--- config.mk ---
export PLATFORM = sky130hd
export DESIGN_NAME = host_can_bridge_registers
export DESIGN_NICKNAME = d
export VERILOG_FILES = /design/src/rtl/hcbr_pkg.sv /design/src/rtl/host_can_bridge_registers.sv
export SDC_FILE = /design/constraint.sdc
export NUM_CORES = 2
export LEC_CHECK = 0
export ABC_CLOCK_PERIOD_IN_PS = 9000
export BUFFER_PORTS_ARGS = -buffer_cell sky130_fd_sc_hd__buf_2
export CELL_PAD_IN_SITES_DETAIL_PLACEMENT = 1
export CELL_PAD_IN_SITES_GLOBAL_PLACEMENT = 1
export CORE_MARGIN = 2
export CORE_UTILIZATION = 46
export DETAILED_ROUTE_END_ITERATION = 16
export GPL_ROUTABILITY_DRIVEN = 0
export PLACE_DENSITY = 0.74
export SYNTH_ARGS = -nofsm -noshare
export SYNTH_HDL_FRONTEND = slang
export SYNTH_SLANG_ARGS = --single-unit
--- constraint.sdc ---
create_clock -name clk_i -period 9 [get_ports clk_i]
set_input_delay 1.8 -clock clk_i [delete_from_list [all_inputs] [get_ports clk_i]]
set_output_delay 1.8 -clock clk_i [all_outputs]
set_load 0.05 [all_outputs]
--- src/rtl/hcbr_pkg.sv ---
// ----------------------------------------------------------------------------
// hcbr_pkg
// Shared constants of the host CAN bridge register window.
// ----------------------------------------------------------------------------
package hcbr_pkg;

  localparam int unsigned MsgBytes = 16;
  localparam int unsigned FifoMsgs = 8;
  localparam int unsigned BufBytes = 16;

  localparam logic [7:0] BadRegByte = 8'h55;
  localparam int unsigned SmallRegBytes = 8;

  localparam logic [2:0] CmdAddr   = 3'd0;
  localparam logic [2:0] CmdStatus = 3'd1;
  localparam logic [2:0] CmdWrite  = 3'd2;
  localparam logic [2:0] CmdRead   = 3'd3;
  localparam logic [2:0] CmdRx     = 3'd4;
  localparam logic [2:0] CmdTxFree = 3'd5;

  localparam logic [3:0] RegCan  = 4'd0;
  localparam logic [3:0] RegFilt1 = 4'd1;
  localparam logic [3:0] RegFilt2 = 4'd2;
  localparam logic [3:0] RegCfg  = 4'd3;

endpackage

--- src/rtl/host_can_bridge_registers.sv ---
// ----------------------------------------------------------------------------
// host_can_bridge_registers
// Host-side byte register window of a CAN bridge with an rx message FIFO.
// ----------------------------------------------------------------------------
// Each accepted item gets a registered result through S_OUT; the next item is taken
// only once that result has left. A data read adds S_RD, a CAN read that pops the FIFO
// adds S_POP and S_RD, a config read adds S_CFGRD and S_RD, a completed filter or
// config write adds S_FILT or S_CFG, and a short rx message adds S_ZERO for its zero bytes.
// A CAN transmit gives MSG_BYTES results from S_TX, each once the one before has left.
// Reset is asynchronous; after it, S_CLR sweeps all BUF_BYTES entries to clear rbuf.
module host_can_bridge_registers #(
  parameter int unsigned MSG_BYTES = hcbr_pkg::MsgBytes,
  parameter int unsigned FIFO_MSGS = hcbr_pkg::FifoMsgs,
  parameter int unsigned BUF_BYTES = hcbr_pkg::BufBytes
) (
  input  logic        clk_i,
  input  logic        rst_ni,
  input  logic        in_valid_i,
  output logic        in_stall_o,
  input  logic [2:0]  cmd_i,
  input  logic [7:0]  byte_in_i,
  input  logic        msg_last_i,
  input  logic        tx_free_i,
  output logic        out_valid_o,
  input  logic        out_stall_i,
  output logic [7:0]  rd_byte_o,
  output logic        tx_valid_o,
  output logic [7:0]  tx_byte_o,
  output logic        tx_last_o,
  output logic        filt_valid_o,
  output logic        filt_index_o,
  output logic [31:0] filt_id_o,
  output logic [31:0] filt_mask_o,
  output logic [31:0] cfg_value_o,
  output logic        int_n_o,
  output logic        last_o
);

  localparam int unsigned BW  = $clog2(BUF_BYTES);
  localparam int unsigned MW  = $clog2(MSG_BYTES);
  localparam int unsigned FW  = (FIFO_MSGS > 1) ? $clog2(FIFO_MSGS) : 1;
  localparam int unsigned CW  = $clog2(FIFO_MSGS + 1);
  localparam int unsigned AW  = $clog2(FIFO_MSGS * MSG_BYTES);
  localparam int unsigned PW  = BW + 1;

  typedef enum logic [3:0] {
    S_CLR, S_IDLE, S_FILT, S_CFG, S_CFGRD, S_TX, S_POP, S_RD, S_ZERO, S_OUT
  } state_e;

  // Memories.
  logic [7:0] wbuf_mem [BUF_BYTES];
  logic [7:0] rbuf_mem [BUF_BYTES];
  logic [7:0] fifo_mem [FIFO_MSGS * MSG_BYTES];
  logic [7:0] wbuf_rd_q, rbuf_rd_q, fifo_rd_q;

  state_e      state_q;
  logic [3:0]  reg_sel_q, irq_en_q;
  logic        ovf_q, txe_q, irq_q;
  logic [PW-1:0] wptr_q, rptr_q;
  logic [31:0] cfg_q;
  logic [FW-1:0] head_q, tail_q;
  logic [CW-1:0] count_q;
  logic [MW:0] asm_q;
  logic [PW-1:0] idx_q;     // sweep counter
  logic [63:0] acc_q;       // gathered filter/config bytes
  logic        rd_valid_q;  // rd byte comes from rbuf read port
  logic [BW-1:0] raddr_q;   // rbuf entry returned by the current read

  logic        ov_q;
  logic [7:0]  rd_q, txb_q;
  logic        txv_q, txl_q, fv_q, fi_q, lst_q;
  logic [31:0] fid_q, fm_q;

  // Memory port controls (combinational).
  logic          wb_we, rb_we, ff_we;
  logic [BW-1:0] wb_wa, wb_ra, rb_wa, rb_ra;
  logic [7:0]    wb_wd, rb_wd, ff_wd;
  logic [AW-1:0] ff_wa, ff_ra;

  logic [PW-1:0] reg_sz;
  logic          accept;
  logic [31:0]   gath_id, gath_mask;

  always_comb begin
    case (reg_sel_q)
      hcbr_pkg::RegCan: reg_sz = PW'(MSG_BYTES);
      hcbr_pkg::RegFilt1, hcbr_pkg::RegFilt2, hcbr_pkg::RegCfg:
        reg_sz = PW'(hcbr_pkg::SmallRegBytes);
      default: reg_sz = '0;
    endcase
  end

  assign in_stall_o = (state_q != S_IDLE) || ov_q;
  assign accept     = in_valid_i && !in_stall_o;

  // When idx_q reaches SmallRegBytes, acc_q holds bytes 0..6 and the read port byte 7.
  assign gath_id   = acc_q[39:8];
  assign gath_mask = {wbuf_rd_q, acc_q[63:40]};

  function automatic logic [AW-1:0] fifo_addr(input logic [FW-1:0] slot,
                                              input logic [MW-1:0] ofs);
    fifo_addr = AW'(slot * MSG_BYTES + ofs);
  endfunction

  always_comb begin
    logic [PW-1:0] wp;
    logic          full;
    wp = (wptr_q >= reg_sz) ? '0 : wptr_q;
    full = (count_q >= CW'(FIFO_MSGS));
    wb_we = 1'b0; wb_wa = wp[BW-1:0]; wb_wd = byte_in_i;
    // During a transmit the read port holds the byte about to be sent.
    wb_ra = (state_q == S_TX && idx_q != '0) ? BW'(idx_q - 1'b1) : idx_q[BW-1:0];
    rb_we = 1'b0; rb_wa = idx_q[BW-1:0]; rb_wd = fifo_rd_q;
    rb_ra = raddr_q;
    ff_we = 1'b0; ff_wa = fifo_addr(tail_q, asm_q[MW-1:0]); ff_wd = byte_in_i;
    ff_ra = fifo_addr(head_q, idx_q[MW-1:0]);
    if (state_q == S_IDLE) begin
      if (accept && cmd_i == hcbr_pkg::CmdWrite && reg_sz != '0) wb_we = 1'b1;
      if (accept && cmd_i == hcbr_pkg::CmdRx && !full && asm_q < (MW+1)'(MSG_BYTES))
        ff_we = 1'b1;
    end
    if (state_q == S_POP && idx_q != '0) begin
      rb_we = 1'b1;
      rb_wa = BW'(idx_q - 1'b1);
    end
    if (state_q == S_POP) ff_ra = fifo_addr(head_q, idx_q[MW-1:0]);
    if (state_q == S_ZERO) begin
      ff_we = 1'b1; ff_wd = 8'h00;
    end
    if (state_q == S_CLR) begin
      rb_we = 1'b1; rb_wd = 8'h00;
    end
    // Config snapshot: the word little-endian in bytes 0..3, zeros above.
    if (state_q == S_CFGRD) begin
      rb_we = 1'b1;
      rb_wd = (idx_q < PW'(4)) ? 8'(cfg_q >> {idx_q[1:0], 3'b000}) : 8'h00;
    end
  end

  always_ff @(posedge clk_i) begin
    if (wb_we) wbuf_mem[wb_wa] <= wb_wd;
    wbuf_rd_q <= wbuf_mem[wb_ra];
    if (rb_we) rbuf_mem[rb_wa] <= rb_wd;
    rbuf_rd_q <= rbuf_mem[rb_ra];
    if (ff_we) fifo_mem[ff_wa] <= ff_wd;
    fifo_rd_q <= fifo_mem[ff_ra];
  end

  always_ff @(posedge clk_i or negedge rst_ni) begin
    logic [PW-1:0] wp;
    logic [PW-1:0] rp;
    logic          full;
    if (!rst_ni) begin
      state_q <= S_CLR;
      reg_sel_q <= '0; irq_en_q <= '0; ovf_q <= 1'b0; txe_q <= 1'b0;
      irq_q <= 1'b1; wptr_q <= '0; rptr_q <= '0; cfg_q <= '0;
      head_q <= '0; tail_q <= '0; count_q <= '0; asm_q <= '0;
      idx_q <= '0; ov_q <= 1'b0; rd_valid_q <= 1'b0; raddr_q <= '0;
    end else begin
      wp = (wptr_q >= reg_sz) ? '0 : wptr_q;
      rp = (rptr_q >= reg_sz) ? '0 : rptr_q;
      full = (count_q >= CW'(FIFO_MSGS));
      if (ov_q && !out_stall_i) ov_q <= 1'b0;
      case (state_q)
        // Clear the read buffer once after reset.
        S_CLR: begin
          if (idx_q == PW'(BUF_BYTES - 1)) begin
            idx_q <= '0;
            state_q <= S_IDLE;
          end else begin
            idx_q <= idx_q + 1'b1;
          end
        end
        S_IDLE: begin
          if (accept) begin
            rd_q <= '0; txv_q <= 1'b0; txb_q <= '0; txl_q <= 1'b0;
            fv_q <= 1'b0; fi_q <= 1'b0; fid_q <= '0; fm_q <= '0;
            lst_q <= 1'b1; rd_valid_q <= 1'b0;
            state_q <= S_OUT;
            case (cmd_i)
              hcbr_pkg::CmdAddr: begin
                rptr_q <= '0; wptr_q <= '0;
                reg_sel_q <= byte_in_i[7:4]; irq_en_q <= byte_in_i[3:0];
                if (byte_in_i[2]) ovf_q <= 1'b0;
              end
              hcbr_pkg::CmdStatus: begin
                rptr_q <= '0; wptr_q <= '0; irq_q <= 1'b1;
                rd_q <= {reg_sel_q, 1'b0, ovf_q, tx_free_i, count_q != '0};
              end
              hcbr_pkg::CmdWrite: begin
                if (reg_sz != '0) begin
                  if (wp + 1'b1 == reg_sz) begin
                    wptr_q <= '0;
                    idx_q <= '0;
                    if (reg_sel_q == hcbr_pkg::RegCan) state_q <= S_TX;
                    else if (reg_sel_q == hcbr_pkg::RegCfg) state_q <= S_CFG;
                    else state_q <= S_FILT;
                  end else begin
                    wptr_q <= wp + 1'b1;
                  end
                end
              end
              hcbr_pkg::CmdRead: begin
                if (reg_sz == '0) begin
                  rd_q <= hcbr_pkg::BadRegByte;
                end else begin
                  rptr_q <= (rp + 1'b1 == reg_sz) ? '0 : rp + 1'b1;
                  rd_valid_q <= 1'b1;
                  raddr_q <= rp[BW-1:0];
                  idx_q <= '0;
                  state_q <= S_RD;
                  if (rp == '0 && reg_sel_q == hcbr_pkg::RegCan && count_q != '0) begin
                    state_q <= S_POP;
                  end else if (rp == '0 && reg_sel_q == hcbr_pkg::RegCfg) begin
                    state_q <= S_CFGRD;
                  end
                end
              end
              hcbr_pkg::CmdRx: begin
                if (asm_q < (MW+1)'(MSG_BYTES)) asm_q <= asm_q + 1'b1;
                if (msg_last_i) begin
                  if (irq_en_q[0]) irq_q <= 1'b0;
                  if (full) begin
                    ovf_q <= 1'b1;
                    asm_q <= '0;
                  end else if (asm_q + 1'b1 < (MW+1)'(MSG_BYTES) &&
                               asm_q < (MW+1)'(MSG_BYTES)) begin
                    asm_q <= asm_q + 1'b1;
                    state_q <= S_ZERO;
                  end else begin
                    asm_q <= '0;
                    tail_q <= (tail_q == FW'(FIFO_MSGS - 1)) ? '0 : tail_q + 1'b1;
                    count_q <= count_q + 1'b1;
                  end
                end
              end
              hcbr_pkg::CmdTxFree: begin
                txe_q <= 1'b1;
                if (irq_en_q[1]) irq_q <= 1'b0;
              end
              default: ;
            endcase
          end
        end
        // Zero fill the unwritten tail of the slot, then commit it.
        S_ZERO: begin
          if (asm_q == (MW+1)'(MSG_BYTES - 1)) begin
            asm_q <= '0;
            tail_q <= (tail_q == FW'(FIFO_MSGS - 1)) ? '0 : tail_q + 1'b1;
            count_q <= count_q + 1'b1;
            state_q <= S_OUT;
          end else begin
            asm_q <= asm_q + 1'b1;
          end
        end
        // Copy the head slot into the read buffer; memory read leads by one.
        S_POP: begin
          if (idx_q == PW'(MSG_BYTES)) begin
            head_q <= (head_q == FW'(FIFO_MSGS - 1)) ? '0 : head_q + 1'b1;
            count_q <= count_q - 1'b1;
            state_q <= S_RD;
          end else begin
            idx_q <= idx_q + 1'b1;
          end
        end
        // Write the config snapshot into the read buffer, one byte a cycle.
        S_CFGRD: begin
          if (idx_q == PW'(hcbr_pkg::SmallRegBytes - 1)) state_q <= S_RD;
          idx_q <= idx_q + 1'b1;
        end
        // rbuf read address is raddr_q; wait for registered data.
        S_RD: state_q <= S_OUT;
        // Gather the 8 bytes of the write buffer into acc_q, then emit the filter or update cfg_q under the mask.
        S_FILT, S_CFG: begin
          if (idx_q != '0) acc_q <= {wbuf_rd_q, acc_q[63:8]};
          if (idx_q == PW'(hcbr_pkg::SmallRegBytes)) begin
            if (state_q == S_FILT) begin
              fv_q <= 1'b1;
              fi_q <= (reg_sel_q == hcbr_pkg::RegFilt2);
              fid_q <= gath_id;
              fm_q <= gath_mask;
            end else begin
              cfg_q <= (cfg_q & ~gath_mask) | (gath_id & gath_mask);
            end
            state_q <= S_OUT;
          end
          idx_q <= idx_q + 1'b1;
        end
        S_TX: begin
          if (idx_q != '0 && !ov_q) begin
            ov_q <= 1'b1;
            txv_q <= 1'b1; txb_q <= wbuf_rd_q;
            txl_q <= (idx_q == PW'(MSG_BYTES));
            lst_q <= (idx_q == PW'(MSG_BYTES));
            if (idx_q == PW'(MSG_BYTES)) state_q <= S_IDLE;
            else idx_q <= idx_q + 1'b1;
          end else if (idx_q == '0) begin
            idx_q <= idx_q + 1'b1;
          end
        end
        S_OUT: begin
          if (rd_valid_q) rd_q <= rbuf_rd_q;
          rd_valid_q <= 1'b0;
          ov_q <= 1'b1;
          state_q <= S_IDLE;
        end
        default: state_q <= S_IDLE;
      endcase
    end
  end

  assign out_valid_o  = ov_q;
  assign rd_byte_o    = rd_q;
  assign tx_valid_o   = txv_q;
  assign tx_byte_o    = txb_q;
  assign tx_last_o    = txl_q;
  assign filt_valid_o = fv_q;
  assign filt_index_o = fi_q;
  assign filt_id_o    = fid_q;
  assign filt_mask_o  = fm_q;
  assign cfg_value_o  = cfg_q;
  assign int_n_o      = irq_q;
  assign last_o       = lst_q;

endmodule
==> results_dict.tcl <==
set metrics [dict create \
    grt_max_degree 105 \
    r2r_start "idx_q[2]" \
    rows 133 \
    final_cell_mix "1,421 x edfxtp_1, 284 x nand2_1, 282 x mux4_2" \
    drt_iter0_drc 3443 \
    switching_share_pct 31.0 \
    via_per_inst 6.08 \
    ant_nets 0 \
    area_growth_pct 12.6 \
    reg2regPathDepth 9 \
    avgRoutedWirePerCell_microns 30.2 \
    cts_root_buf "clkbuf_16" \
    p_comb_share_pct 23.2 \
    rsz0062_at_grt "false" \
    end_kind "register" \
    ir_worst_vdd_mv 0.268 \
    regToRegSetupSlack_ns 4.05 \
    clk_path_buf_depth 3 \
    setup_violations 0 \
    timing.rr.end "fifo_rd_q[1]" \
    crit_type "register to register" \
    routed_wl_microns 162000 \
    final_util_pct 52.0 \
    fmax_mhz 202 \
    worst_pin_slew_ns 1.32 \
    power.switching_mw 6.10 \
    coreArea_sq_um 131000 \
    clkPwrFrac_pct 33.3 \
    cts_setup_buffers 0 \
    finalCritPeriodShare_pct 55.0 \
    grt_antenna_before_repair 5 \
    synthXorXnorAreaFrac_pct 0.217 \
    timing.final.max_slew_violations 0 \
    min_to "acc_q[12]" \
    ys_seq_area_share_pct 74.6 \
    antenna_cells 0 \
    cp.arrival_ns 5.62 \
    p_leak_nw 22.1 \
    cp.required_ns 9.67 \
    hold_path_depth 0 \
    status "finished clean" \
    overflow 0 \
    io_buffers 136 \
    min_path_type "register to register" \
    avgSynthCellArea_sq_um 18.3 \
    synth_top_family_by_area "multiplexers" \
    drc 0 \
    synth-main-ff-cell "edfxtp_1" \
    drtPass1Iterations 6 \
    die_w_microns 367 \
    timing.slew.headroom_pct 11.3 \
    clk_pin_slew_ns 0.07 \
    power.density_nw_per_um2 288 \
    finalCriticalPeriod_ns 4.95 \
    cts.sinks 1525 \
    drive_gt1_share_pct 21.6 \
    synth_fa_ha_area_share_pct 0.591 \
    synth_area_sq_um 60600 \
    synthesis.nets 3362 \
    boundaryPins 137 \
    ctsHoldBuffers 0 \
    min_from "acc_q[20]" \
    finalHoldViolCount 0 \
    chipHeight_microns 367 \
    startpoint_type "register" \
    ys_seq_elements 1525 \
    cts_buffers 155 \
    synth_area_leader_cell "edfxtp_1" \
    power.total_mw 19.7 \
    ys_warn_count 0 \
    internal-power_mw 13.6 \
    ys_types 95 \
    netlist_top_cells_area "edfxtp_1 70%, mux4_2 10%, dfrtp_1 3.3%" \
    final_nets 3534 \
    ctsResizeCount 0 \
    yosys.area_share.simple_pct 6.15 \
    tns_ns 0 \
    htreeDepth 4 \
    fin_skew_ns 0.0291 \
    grt_pass1_vias 33800 \
    start_util_pct 46.2 \
    fp.dieArea_sq_um 135000 \
    synth_edf_count 1421 \
    vias 32600 \
    syn_inst 3317 \
    cts_tree "yes" \
    cp_max_fo 103 \
    pwr-share-seq_pct 43.5 \
    maxCapViolations 0 \
    fin_hold_ws_ns 0.465 \
    layout_commonest_cell "edfxtp_1" \
    yosysTopAreaCellShare_pct 70.5 \
    track_usage_pct 24.2 \
    synth_mux_area_share_pct 12.8 \
    place_hpwl_microns 99300 \
    clock_latency_ns 0.77 \
    synth_compound_area_share_pct 3.91 \
    async_flop_share_pct 5.25 \
    grt_pass1_wl_microns 240000 \
]
## worst max-delay path, cell delays in order, from the launching register on
cell and delay (ns):
dfrtp_4 0.92, buf_12 0.56, nor2b_2 0.69, buf_4 0.38, nand2_1 0.67, o22ai_1 0.55, a2111oi_0 0.13, a2111oi_0 0.52
a311oi_1 0.15, a21oi_1 0.24
## flip-flops by register name (all words and copies together) (netlist names), 32 cells and up, named ones only
| register | flops |
|---|---|
| fifo_mem | 1024 |
| rbuf_mem | 128 |
| filt_id_o | 32 |
| filt_mask_o | 32 |
| acc_q | 56 |
| wbuf_mem | 128 |
## worst max path at each step
stage / depth (start not counted) / endpoint / slack, ns / start
6_report: 9 / fifo_rd_q[1] / 4.05 / idx_q[2]
5_1_grt: 16 / idx_q[0] / 3.86 / reg_sel_q[3]
4_1_cts: 9 / fifo_rd_q[1] / 4.17 / idx_q[2]
3_5_place_dp: 6 / fifo_mem[99][1] / 3.71 / in_valid_i
3_3_place_gp: 6 / fifo_mem[75][4] / 3.85 / in_valid_i
2_1_floorplan: 4 / filt_id_o[0] / 2.98 / in_valid_i
## stage by stage
step / setup WS, ns / cells / cell area (sq um)
2_1_floorplan: 2.98 / 3317 / 60600
3_3_place_gp: 3.85 / 5087 / 63100
3_5_place_dp: 3.71 / 5087 / 63100
4_1_cts: 4.17 / 5368 / 68200
5_1_grt: 3.86 / 5368 / 68200
6_report: 4.05 / 5368 / 68200
## logic make-up (layout without fill, tap and decap cells)
kind of cell               after synthesis  count (layout)
DFF                                   1525            1525
buffers and inverters                  213             509
AOI/OAI and AO/OA                      336             336
muxes                                  419             419
xor gates and xnor gates                15              15
and+or+nand+nor                        781             781
adders and majority gates               28              28
## area by class of cell
class | instances | area, sq um
clock inverter | 77 | 786
tap | 1755 | 2200
multi-input combinational | 1579 | 14400
fill | 12000 | 62900
sequential | 1525 | 45200
timing repair buffer | 188 | 1100
clock buffer | 204 | 4370
inverter | 40 | 150
## cells in the mapped netlist (55+ instances only)
library cell  number
mux4_2           282
nor2_1           197
o21ai_0           60
nand3_1           73
and2_1           102
clkbuf_1          72
a21oi_1           77
nand2_1          284
buf_2             55
edfxtp_1        1421
dfrtp_1           79
mux2i_1           96
## power groups by stage
| stage | combinational (mW) | sequential, mW | clock [mW] |
|---|---|---|---|
| after global routing | 4.81 | 8.58 | 6.87 |
| final | 4.57 | 8.55 | 6.55 |
| after floorplan | 2.77 | 8.86 | 0 |
| after CTS | 4.57 | 8.55 | 6.62 |
| after detailed placement | 4.54 | 8.70 | 0 |
| after global placement | 4.44 | 8.69 | 0 |
## per-layer routing
layer  track usage (%)  up-vias  wire length (microns)
li1                  -    13500                      -
met1              33.3    17300                  66100
met2              39.1     1525                  78700
met3              4.74      304                  12700
met4              7.40        4                   4750
met5                 0        -                     50
Power figures use the tool's default switching activity.
